File: src/hdl/assert_macros.svh
// Assertion macros shared by the converter modules
`ifndef ASSERT_MACROS_SVH
`define ASSERT_MACROS_SVH

// check prop at every rising clk edge outside reset
`define ASSERT_CLK(lbl, clk, rst_n, prop, msg) \
  lbl: assert property (@(posedge clk) disable iff (!rst_n) (prop)) else $error(msg);

// check prop on the default clock and reset names
`define ASSERT_STD(lbl, prop, msg) \
  `ASSERT_CLK(lbl, clk_i, rst_ni, prop, msg)

`endif

File: src/hdl/hsv_pkg.sv
// Types and constants of the HSV to RGB converter
package hsv_pkg;

  localparam int unsigned HueW     = 16;
  localparam int unsigned QW       = 15;
  localparam int unsigned FracW    = 12;
  localparam int unsigned WW       = 27;
  localparam int unsigned ProdW    = 42;
  localparam int unsigned ByteW    = 8;
  localparam int unsigned InDataW  = 48;
  localparam int unsigned OutDataW = 24;

  localparam logic [16:0] HueOfs    = 17'd46080;
  localparam logic [16:0] HueFull1  = 17'd23040;
  localparam logic [16:0] HueFull2  = 17'd46080;
  localparam logic [16:0] HueFull3  = 17'd69120;
  localparam logic [14:0] HueSector = 15'd3840;
  localparam logic [14:0] QOne      = 15'd16384;

  typedef enum logic [2:0] {
    SEC_RY = 3'd0,
    SEC_YG = 3'd1,
    SEC_GC = 3'd2,
    SEC_CB = 3'd3,
    SEC_BM = 3'd4,
    SEC_MR = 3'd5
  } hsv_sector_e;

  typedef struct packed {
    hsv_sector_e       sec;
    logic [FracW-1:0]  fn;
    logic [QW-1:0]     s;
    logic [QW-1:0]     v;
    logic [ByteW-1:0]  bc;
  } hsv_front_t;

  typedef struct packed {
    hsv_sector_e       sec;
    logic [ByteW-1:0]  bc;
    logic [ByteW-1:0]  b0;
    logic [ProdW-1:0]  vw;
  } hsv_mult_t;

endpackage

File: src/hdl/hsv_front.sv
// Hue wrap, clamping and sector split (stages 1 and 2)
`include "assert_macros.svh"

module hsv_front
  import hsv_pkg::*;
(
  input  logic             clk_i,
  input  logic             rst_ni,
  input  logic             en_i,
  input  logic             vld_i,
  input  logic [HueW-1:0]  hue_i,
  input  logic [HueW-1:0]  sat_i,
  input  logic [HueW-1:0]  val_i,
  output logic             vld_o,
  output hsv_front_t       data_o
);

  logic             vld1_q, vld2_q;
  logic [QW-1:0]    hw_d, hw_q, s1_d, s1_q, v1_d, v1_q;
  logic [16:0]      hue_ofs;
  hsv_front_t       st2_d, st2_q;
  logic [QW-1:0]    base;
  logic [FracW-1:0] fr;
  logic [22:0]      vsc;

  function automatic logic [QW-1:0] clamp_unit(input logic [HueW-1:0] q);
    logic [QW-1:0] r;
    if (q[HueW-1]) begin
      r = '0;
    end else if (q[QW-1:0] > QOne) begin
      r = QOne;
    end else begin
      r = q[QW-1:0];
    end
    return r;
  endfunction

  always_comb begin
    hue_ofs = {hue_i[HueW-1], hue_i} + HueOfs;
    if (hue_ofs >= HueFull3) begin
      hw_d = QW'(hue_ofs - HueFull3);
    end else if (hue_ofs >= HueFull2) begin
      hw_d = QW'(hue_ofs - HueFull2);
    end else if (hue_ofs >= HueFull1) begin
      hw_d = QW'(hue_ofs - HueFull1);
    end else begin
      hw_d = QW'(hue_ofs);
    end
    s1_d = clamp_unit(sat_i);
    v1_d = clamp_unit(val_i);
  end

  always_comb begin
    if (hw_q >= 15'd19200) begin
      st2_d.sec = SEC_MR;
      base      = 15'd19200;
    end else if (hw_q >= 15'd15360) begin
      st2_d.sec = SEC_BM;
      base      = 15'd15360;
    end else if (hw_q >= 15'd11520) begin
      st2_d.sec = SEC_CB;
      base      = 15'd11520;
    end else if (hw_q >= 15'd7680) begin
      st2_d.sec = SEC_GC;
      base      = 15'd7680;
    end else if (hw_q >= HueSector) begin
      st2_d.sec = SEC_YG;
      base      = HueSector;
    end else begin
      st2_d.sec = SEC_RY;
      base      = '0;
    end
    fr        = FracW'(hw_q - base);
    st2_d.fn  = st2_d.sec[0] ? FracW'(HueSector) - fr : fr;
    st2_d.s   = s1_q;
    st2_d.v   = v1_q;
    vsc       = ({8'd0, v1_q} << 8) - {8'd0, v1_q} + 23'd8192;
    st2_d.bc  = vsc[21:14];
  end

  always_ff @(posedge clk_i or negedge rst_ni) begin
    if (!rst_ni) begin
      vld1_q <= 1'b0;
      vld2_q <= 1'b0;
    end else if (en_i) begin
      vld1_q <= vld_i;
      vld2_q <= vld1_q;
    end
  end

  always_ff @(posedge clk_i) begin
    if (en_i) begin
      hw_q  <= hw_d;
      s1_q  <= s1_d;
      v1_q  <= v1_d;
      st2_q <= st2_d;
    end
  end

  assign vld_o  = vld2_q;
  assign data_o = st2_q;

  `ASSERT_STD(a_hue_wrapped, vld1_q |-> (hw_q < 15'd23040), "wrapped hue out of range")
  `ASSERT_STD(a_frac_range, vld2_q |-> (st2_q.fn <= FracW'(HueSector)), "sector fraction too large")

endmodule

File: src/hdl/hsv_mult.sv
// Chroma and mix products (stages 3 and 4)
`include "assert_macros.svh"

module hsv_mult
  import hsv_pkg::*;
(
  input  logic        clk_i,
  input  logic        rst_ni,
  input  logic        en_i,
  input  logic        vld_i,
  input  hsv_front_t  data_i,
  output logic        vld_o,
  output hsv_mult_t   data_o
);

  logic             vld3_q, vld4_q;
  logic [QW-1:0]    u;
  logic [WW-1:0]    w_d, w_q;
  logic [29:0]      vu;
  logic [37:0]      vu_sc;
  logic [QW-1:0]    v3_q;
  hsv_sector_e      sec3_q;
  logic [ByteW-1:0] bc3_q, b0_d, b0_q;
  hsv_mult_t        st4_d, st4_q;

  always_comb begin
    u     = QOne - data_i.s;
    w_d   = WW'(data_i.s) * WW'(data_i.fn) + (WW'(u) << 12) - (WW'(u) << 8);
    vu    = 30'(data_i.v) * 30'(u);
    vu_sc = ({8'd0, vu} << 8) - {8'd0, vu} + 38'd134217728;
    b0_d  = vu_sc[35:28];
  end

  always_comb begin
    st4_d.sec = sec3_q;
    st4_d.bc  = bc3_q;
    st4_d.b0  = b0_q;
    st4_d.vw  = ProdW'(v3_q) * ProdW'(w_q);
  end

  always_ff @(posedge clk_i or negedge rst_ni) begin
    if (!rst_ni) begin
      vld3_q <= 1'b0;
      vld4_q <= 1'b0;
    end else if (en_i) begin
      vld3_q <= vld_i;
      vld4_q <= vld3_q;
    end
  end

  always_ff @(posedge clk_i) begin
    if (en_i) begin
      w_q    <= w_d;
      v3_q   <= data_i.v;
      sec3_q <= data_i.sec;
      bc3_q  <= data_i.bc;
      b0_q   <= b0_d;
      st4_q  <= st4_d;
    end
  end

  assign vld_o  = vld4_q;
  assign data_o = st4_q;

  `ASSERT_STD(a_offset_le_max, vld4_q |-> (st4_q.b0 <= st4_q.bc), "offset above max channel")

endmodule

File: src/hdl/hsv_back.sv
// Mixed channel scaling, rounding and channel routing (stages 5 and 6)
`include "assert_macros.svh"

module hsv_back
  import hsv_pkg::*;
(
  input  logic             clk_i,
  input  logic             rst_ni,
  input  logic             en_i,
  input  logic             vld_i,
  input  hsv_mult_t        data_i,
  output logic             vld_o,
  output logic [ByteW-1:0] red_o,
  output logic [ByteW-1:0] green_o,
  output logic [ByteW-1:0] blue_o
);

  logic             vld5_q, vld6_q;
  logic [49:0]      n;
  logic [11:0]      y_d, y_q;
  logic [24:0]      ye;
  logic [8:0]       qe_d, qe_q;
  hsv_sector_e      sec5_q;
  logic [ByteW-1:0] bc5_q, b05_q, bx;
  logic [12:0]      prod, rem;
  logic [9:0]       qx;
  logic [ByteW-1:0] red_d, green_d, blue_d, red_q, green_q, blue_q;

  always_comb begin
    n    = ({8'd0, data_i.vw} << 8) - {8'd0, data_i.vw} + 50'd515396075520;
    y_d  = n[47:36];
    ye   = 25'(y_d) * 25'd4369;
    qe_d = ye[24:16];
  end

  always_comb begin
    prod = 13'(qe_q) * 13'd15;
    rem  = 13'(y_q) - prod;
    qx   = (rem >= 13'd15) ? 10'(qe_q) + 10'd1 : 10'(qe_q);
    bx   = (qx > 10'd255) ? 8'd255 : qx[7:0];
    case (sec5_q)
      SEC_RY: begin
        red_d = bc5_q; green_d = bx;    blue_d = b05_q;
      end
      SEC_YG: begin
        red_d = bx;    green_d = bc5_q; blue_d = b05_q;
      end
      SEC_GC: begin
        red_d = b05_q; green_d = bc5_q; blue_d = bx;
      end
      SEC_CB: begin
        red_d = b05_q; green_d = bx;    blue_d = bc5_q;
      end
      SEC_BM: begin
        red_d = bx;    green_d = b05_q; blue_d = bc5_q;
      end
      default: begin
        red_d = bc5_q; green_d = b05_q; blue_d = bx;
      end
    endcase
  end

  always_ff @(posedge clk_i or negedge rst_ni) begin
    if (!rst_ni) begin
      vld5_q <= 1'b0;
      vld6_q <= 1'b0;
    end else if (en_i) begin
      vld5_q <= vld_i;
      vld6_q <= vld5_q;
    end
  end

  always_ff @(posedge clk_i) begin
    if (en_i) begin
      y_q     <= y_d;
      qe_q    <= qe_d;
      sec5_q  <= data_i.sec;
      bc5_q   <= data_i.bc;
      b05_q   <= data_i.b0;
      red_q   <= red_d;
      green_q <= green_d;
      blue_q  <= blue_d;
    end
  end

  assign vld_o   = vld6_q;
  assign red_o   = red_q;
  assign green_o = green_q;
  assign blue_o  = blue_q;

  `ASSERT_STD(a_red_sector, (en_i && vld5_q && sec5_q == SEC_RY) |=> (red_q == $past(bc5_q)), "red not max in first sector")

endmodule

File: src/hdl/hsv_to_rgb_converter.sv
// Top level of the HSV to RGB pixel converter
//
//  channel  dir  tdata bits (low to high)
//  s_axis   in   hue[15:0] saturation[31:16] brightness[47:32]
//  m_axis   out  red[7:0] green[15:8] blue[23:16]
//
// Six register stages: a result is valid on m_axis once its item has passed through all six.
// One item per cycle while m_axis does not stall; the two multiply stages and the divide-by-15 fix-up set the depth.
// Reset clears the stage valid bits only.
// A stall on m_axis holds every stage; s_axis_tready follows the output slot.
module hsv_to_rgb_converter
  import hsv_pkg::*;
(
  input  logic                clk_i,
  input  logic                rst_ni,
  input  logic                s_axis_tvalid,
  output logic                s_axis_tready,
  input  logic [InDataW-1:0]  s_axis_tdata,  // hue, saturation, brightness
  output logic                m_axis_tvalid,
  input  logic                m_axis_tready,
  output logic [OutDataW-1:0] m_axis_tdata   // red, green, blue
);

  logic             en;
  logic             vld_f, vld_m, vld_b;
  hsv_front_t       dat_f;
  hsv_mult_t        dat_m;
  logic [ByteW-1:0] red, green, blue;

  assign en            = !vld_b || m_axis_tready;
  assign s_axis_tready = en;

  hsv_front u_front (
    .clk_i  (clk_i),
    .rst_ni (rst_ni),
    .en_i   (en),
    .vld_i  (s_axis_tvalid),
    .hue_i  (s_axis_tdata[15:0]),
    .sat_i  (s_axis_tdata[31:16]),
    .val_i  (s_axis_tdata[47:32]),
    .vld_o  (vld_f),
    .data_o (dat_f)
  );

  hsv_mult u_mult (
    .clk_i  (clk_i),
    .rst_ni (rst_ni),
    .en_i   (en),
    .vld_i  (vld_f),
    .data_i (dat_f),
    .vld_o  (vld_m),
    .data_o (dat_m)
  );

  hsv_back u_back (
    .clk_i   (clk_i),
    .rst_ni  (rst_ni),
    .en_i    (en),
    .vld_i   (vld_m),
    .data_i  (dat_m),
    .vld_o   (vld_b),
    .red_o   (red),
    .green_o (green),
    .blue_o  (blue)
  );

  assign m_axis_tvalid = vld_b;
  assign m_axis_tdata  = {blue, green, red};

endmodule

File: config.mk
export PLATFORM = sky130hd
export DESIGN_NAME = hsv_to_rgb_converter
export DESIGN_NICKNAME = d
export VERILOG_FILES = /design/src/hdl/hsv_pkg.sv /design/src/hdl/hsv_front.sv /design/src/hdl/hsv_mult.sv /design/src/hdl/hsv_back.sv /design/src/hdl/hsv_to_rgb_converter.sv
export VERILOG_INCLUDE_DIRS = /design/src /design/src/hdl
export SDC_FILE = /design/constraint.sdc
export NUM_CORES = 2
export LEC_CHECK = 0
export BUFFER_PORTS_ARGS = -buffer_cell sky130_fd_sc_hd__buf_2
export CELL_PAD_IN_SITES_DETAIL_PLACEMENT = 0
export CELL_PAD_IN_SITES_GLOBAL_PLACEMENT = 2
export CORE_MARGIN = 8
export CORE_UTILIZATION = 25
export CTS_BUF_LIST = sky130_fd_sc_hd__clkbuf_4 sky130_fd_sc_hd__clkbuf_8
export DETAILED_ROUTE_END_ITERATION = 12
export GPL_ROUTABILITY_DRIVEN = 0
export GPL_TIMING_DRIVEN = 0
export HOLD_SLACK_MARGIN = 0.1
export PLACE_DENSITY = 0.58
export SLEW_MARGIN = 15
export SYNTH_ARGS = -nofsm -noshare
export SYNTH_HDL_FRONTEND = slang
export SYNTH_SLANG_ARGS = --single-unit
File: constraint.sdc
create_clock -name clk_i -period 36.7 [get_ports clk_i]
set_input_delay 7.34 -clock clk_i [delete_from_list [all_inputs] [get_ports clk_i]]
set_output_delay 7.34 -clock clk_i [all_outputs]
set_load 0.02 [all_outputs]
* Word-level counts from Yosys, hierarchy flattened
Cells that the tools add are included.
** Storage, ports and cells
- Bits of input ports :: 52
- Register bits after elaboration :: 290
- Logic and storage cells :: 105
- Output and inout port bits :: 26
** Cells by class
- Add/subtract/negate cells :: 17
- Order comparisons :: 12
- Multipliers :: 5
- Reduce and logical (&&, ||, !) cells :: 12
- Equality and inequality tests :: 4
- Multiplexer cells :: 21
** Operators with widths (count)
- 15-bit two-way mux :: 5
- 12-bit two-way mux :: 6
- 48-bit by 39-bit adder with 48-bit output (second input constant) :: 1
- 8-bit one-hot mux with 2 select lines :: 3
- 48-bit by 42-bit subtractor with 48-bit output :: 1
- 15-bit by 27-bit multiplier with 42-bit output :: 1
- 36-bit by 28-bit adder with 36-bit output (second input constant) :: 1
- 36-bit by 30-bit subtractor with 36-bit output :: 1
- 15-bit by 14-bit greater-or-equal comparator with 1-bit output (second input constant) :: 2
- 15-bit > comparator (second input constant) :: 2
- 15-bit by 15-bit multiplier with 30-bit output :: 1
- 27-bit adder :: 1
- 15-bit by 12-bit multiplier with 27-bit output :: 1
- 27-bit by 23-bit subtractor with 27-bit output :: 1
- 12-bit by 13-bit multiplier with 25-bit output (second input constant) :: 1
- 22-bit by 14-bit adder with 22-bit output (second input constant) :: 1
- 22-bit by 15-bit subtractor with 22-bit output :: 1
- 2-bit OR reduction :: 9
- 17-bit by 16-bit adder with 17-bit output (second input constant) :: 1
- 17-bit by 15-bit greater-or-equal comparator with 1-bit output (second input constant) :: 1
- 17-bit by 16-bit greater-or-equal comparator with 1-bit output (second input constant) :: 1
- 17-bit greater-or-equal comparator (second input constant) :: 1
- 15-bit by 12-bit greater-or-equal comparator with 1-bit output (second input constant) :: 1
- 15-bit by 13-bit greater-or-equal comparator with 1-bit output (second input constant) :: 1
- other kinds (22) :: 26

* Longest topological paths before layout
- Depth after elaboration :: 9
- Depth in mapped cells :: 43
- Gate-level depth less buffers :: 41

* Modules after synthesis
Synthesis repeated with hierarchy kept, for this count alone.
** Unflattened totals
- Cell total of the unflattened synthesis :: 4569
- Area total of the unflattened synthesis :: 44644.1 um2
** Modules (own cells, without submodules)
- hsv_mult :: instances 1, seq. area each 3713.6 um2, cells each 3368, area each 31933.1 um2
- hsv_back :: instances 1, seq. area each 1971.9 um2, cells each 807, area each 7643.6 um2
- hsv_front :: instances 1, seq. area each 2992.9 um2, cells each 393, area each 5061.1 um2
- hsv_to_rgb_converter :: instances 1, seq. area each 0.0 um2, cells each 1, area each 6.3 um2

* Least setup slack after synthesis
No wires, ideal clock.
- Path type :: input port to output port
- Start point :: input m_axis_tready
- End point :: output s_axis_tready
- Setup slack :: 13.925 ns
- Data arrival time :: 15.435 ns
- Stages on the path :: 2
- Path buffers :: 1
- Cells stage by stage :: nand2b_1 > clkbuf_1
** On the way
- Longest elaborated chain between the ends :: 1
** Ends and longest elaborated chain
- start: declaration :: RTL line hsv_to_rgb_converter.sv:20 : input logic m_axis_tready,
- 1-bit logical OR :: RTL line hsv_to_rgb_converter.sv:30 : assign en = !vld_b || m_axis_tready;
- end: declaration :: RTL line hsv_to_rgb_converter.sv:17 : output logic s_axis_tready,
No other way between the ends.

* Worst setup path after layout
Ends and elaborated chain as after synthesis.

==> run metrics <==
max incr delay on CP=290 ps; Max Cap Viol=0; H-tree depth=2; mux share of post-synthesis cell area=0.3372%; WP buf/inv=5; Gate Count Post-Synth=4389; Crit Path Max Fanout=48; reg2reg end=u_mult.b0_q[7]; cts hold-fix bufs=0; Worst-Margin Slew=1307 ps; initial DRC count=1599; Async SR Flop Fraction=2.069%; postcts setup bufs=0; Cell Count, Final, Fillers Out=6905; fmax=62.68 MHz; CP Class=input port to output pin; total negative slack=0 ps; r2r startpoint=u_front.data_o[23]; CTS buffer count=55; Synth Register Bits=290; main combinational cell family by area after synthesis=adder cells; vias post-DR=30210; Clk Latency, worst-skew pair=730 ps; fraction of final layout cells sized beyond drive strength 1=4.548%; total core area=0.1732 mm2; Post-synth EDFFs=284; CP endpoint kind=output pin; Hold Path Class=register to register; unrepaired setup endpoints after global routing=no; Layout area overhead=10.73%; CP arrival=8610 ps; Synthesized Nets=5607; Crit path depth=6; Total Routing Usage GR=14.02%; critical path required time=29360 ps; crit path cell chain=buf_2, nand2b_1, clkbuf_4, buf_16, buf_16, buf_2; area fraction in compound gates after synthesis=7.324%; commonest non-fill, non-tap cell in the layout=inv_1; Vias/cell=4.375; DIE AREA=0.1872 mm2; post-layout net count=5746; vias in the first global route=32390; final setup fails=0; post-synthesis adder-cell area fraction=45.44%; Post-Route WL=131.3 mm; synth warn=0; Placed Cells=6796; Final Max Slew Viols=0; clock buffer depth=3; Synth Cell Area=0.04341 mm2; Synth Area in Simple Gates=15.46%; syn_area_per_cell=9.891 um2; Tmin final=15950 ps; initial antenna violation count=10; hold path depth=0; Hold Crit Endpoint=u_back.bc5_q[2]; Crit-path slowest cell=buf_16; final hold violations=0; Fillers=18490; I/O pin cnt=78; Initial Util=25.06%; clk slew on worst S/H paths=70 ps; residual DRC count=0; setup slack, reg-to-reg=23960 ps; Post-DP HPWL=110.2 mm; commonest non-fill, non-tap cells in the layout=inv_1, fa_1, nand2_1, ha_1, and2_1; drt first pass iters=8; Final Skew=57.51 ps; CTS tree=yes; outcome=finished, final reports clean; Startpoint Class=input port; top_reg_cell synth=edfxtp_1; Avg WL per Cell=19.01 um; Die Height=432.7 um; fin util=27.75%; first-pass GRT wire length=201.0 mm; synth unique cells=77; post-synthesis xor/xnor area fraction=3.392%; sequential share of the synthesized area=19.99%; Horiz. Die Dim=432.7 um; DRT antenna net count=0; grt ovf=0; Sink Count=290; Max-slew headroom=12.03%; IO buf count=76; Register-to-Register Path Depth=37; min-delay src=u_mult.data_o[52]; CP delay by family, top=buffers and inverters; hold_ws=407.5 ps; largest net degree at the start of global routing=59; Rows=153; # resized after CTS=0; Tcrit/Tclk final=43.47%; CTS Root Cell=clkbuf_8
## layout make-up
class	count	area, um2	share of cell area (%)
clock buffer	71	877.1	1.825
antenna	7	17.52	0.03644
clock inverter	31	305.3	0.6351
tap	2325	2909	6.052
buffer	151	570.5	1.187
inverter	781	2932	6.099
sequential	290	8678	18.05
timing repair buffer	82	530.5	1.104
multi-input combinational	3167	31250	65.01
## worst reg2reg max path: cells and delay by family (launching register included)
family                   cells  cell delay, ps
buffers and inverters        6            1460
adder cells (fa/ha/maj)      9            3830
AO/OA/AOI/OAI               10            2980
XOR/XNOR                     2            1060
flip-flops                   1             560
AND/OR/NAND/NOR             10            2510
## worst max path at each step
stage | from | end | slack [ps]
2_1_floorplan | m_axis_tready | s_axis_tready | 13920
3_3_place_gp | m_axis_tready | s_axis_tready | 8410
3_5_place_dp | m_axis_tready | s_axis_tready | 20710
4_1_cts | m_axis_tready | s_axis_tready | 20710
5_1_grt | m_axis_tready | s_axis_tready | 20640
6_report | m_axis_tready | s_axis_tready | 20750
## kinds of logic (layout without fill, tap and decap cells)
group / after synthesis / in the layout
AND/OR/NAND/NOR: 1341 / 1341
other: 0 / 7
AO/OA/AOI/OAI: 481 / 481
XOR/XNOR: 165 / 165
multiplexers: 14 / 14
flip-flops: 290 / 290
adder cells (fa/ha/maj): 1166 / 1166
buffers and inverters: 932 / 1116
## synthesized netlist by cell type (all sizes together), types with 7 or more instances
| library cell | n | share of area, % |
|---|---|---|
| inv | 780 | 6.7 |
| fa | 684 | 32 |
| nand2 | 508 | 4.4 |
| ha | 482 | 14 |
| and2 | 436 | 6.3 |
| edfxtp | 284 | 20 |
| clkbuf | 149 | 1.3 |
| nor2 | 134 | 1.2 |
| a21oi | 127 | 1.5 |
| xnor2 | 110 | 2.2 |
| o21ai | 104 | 1.2 |
| xor2 | 53 | 1.1 |
| a21o | 52 | 0.90 |
| nor3 | 46 | 0.53 |
| nand3 | 45 | 0.52 |
| nor2b | 40 | 0.58 |
| and3 | 32 | 0.46 |
| a211oi | 25 | 0.43 |
| o21a | 25 | 0.44 |
| nor4 | 18 | 0.26 |
| nand2b | 17 | 0.24 |
| nand4 | 17 | 0.24 |
| a31oi | 16 | 0.23 |
| or2 | 15 | 0.22 |
| o31ai | 14 | 0.24 |
| or3 | 14 | 0.20 |
| o211ai | 13 | 0.22 |
| o21bai | 12 | 0.21 |
| mux2i | 9 | 0.21 |
| a21boi | 8 | 0.15 |
| a32oi | 7 | 0.14 |
## registers in the layout (all words and copies together), names as in the netlist
name,count
u_mult.data_o,61
u_front.data_o,53
u_mult.w_q,27
u_front.hw_q,15
u_front.s1_q,15
u_front.v1_q,15
u_mult.v3_q,15
u_back.y_q,12
u_back.qe_q,9
u_back.b05_q,8
u_back.bc5_q,8
u_back.blue_o,8
u_back.green_o,8
u_back.red_o,8
u_mult.b0_q,8
u_mult.bc3_q,8
u_back.sec5_q,3
u_mult.sec3_q,3
u_back.vld5_q,1
u_back.vld_o,1
u_front.vld1_q,1
u_front.vld_o,1
u_mult.vld3_q,1
u_mult.vld_o,1
## metrics by stage
stage,cell area (um2),setup slack [ps]
final,48070,20750
after global routing,48060,20640
after CTS,48050,20710
after detailed placement,46870,20710
after global placement,46700,8411
after floorplan,43410,13920
## routing by layer
layer  vias to the layer above  part of all wire, %  GRT usage (%)
met4                         0                  2.1          2.861
li1                      14350                    -              -
met2                       386                   49          24.46
met3                       105                  2.2          1.197
met1                     15370                   47          19.03
met5                         -                    0              0
Power is left out: the tool's default activity adds up to more than one toggle a clock period on the data nets, which glitch-free logic cannot reach.
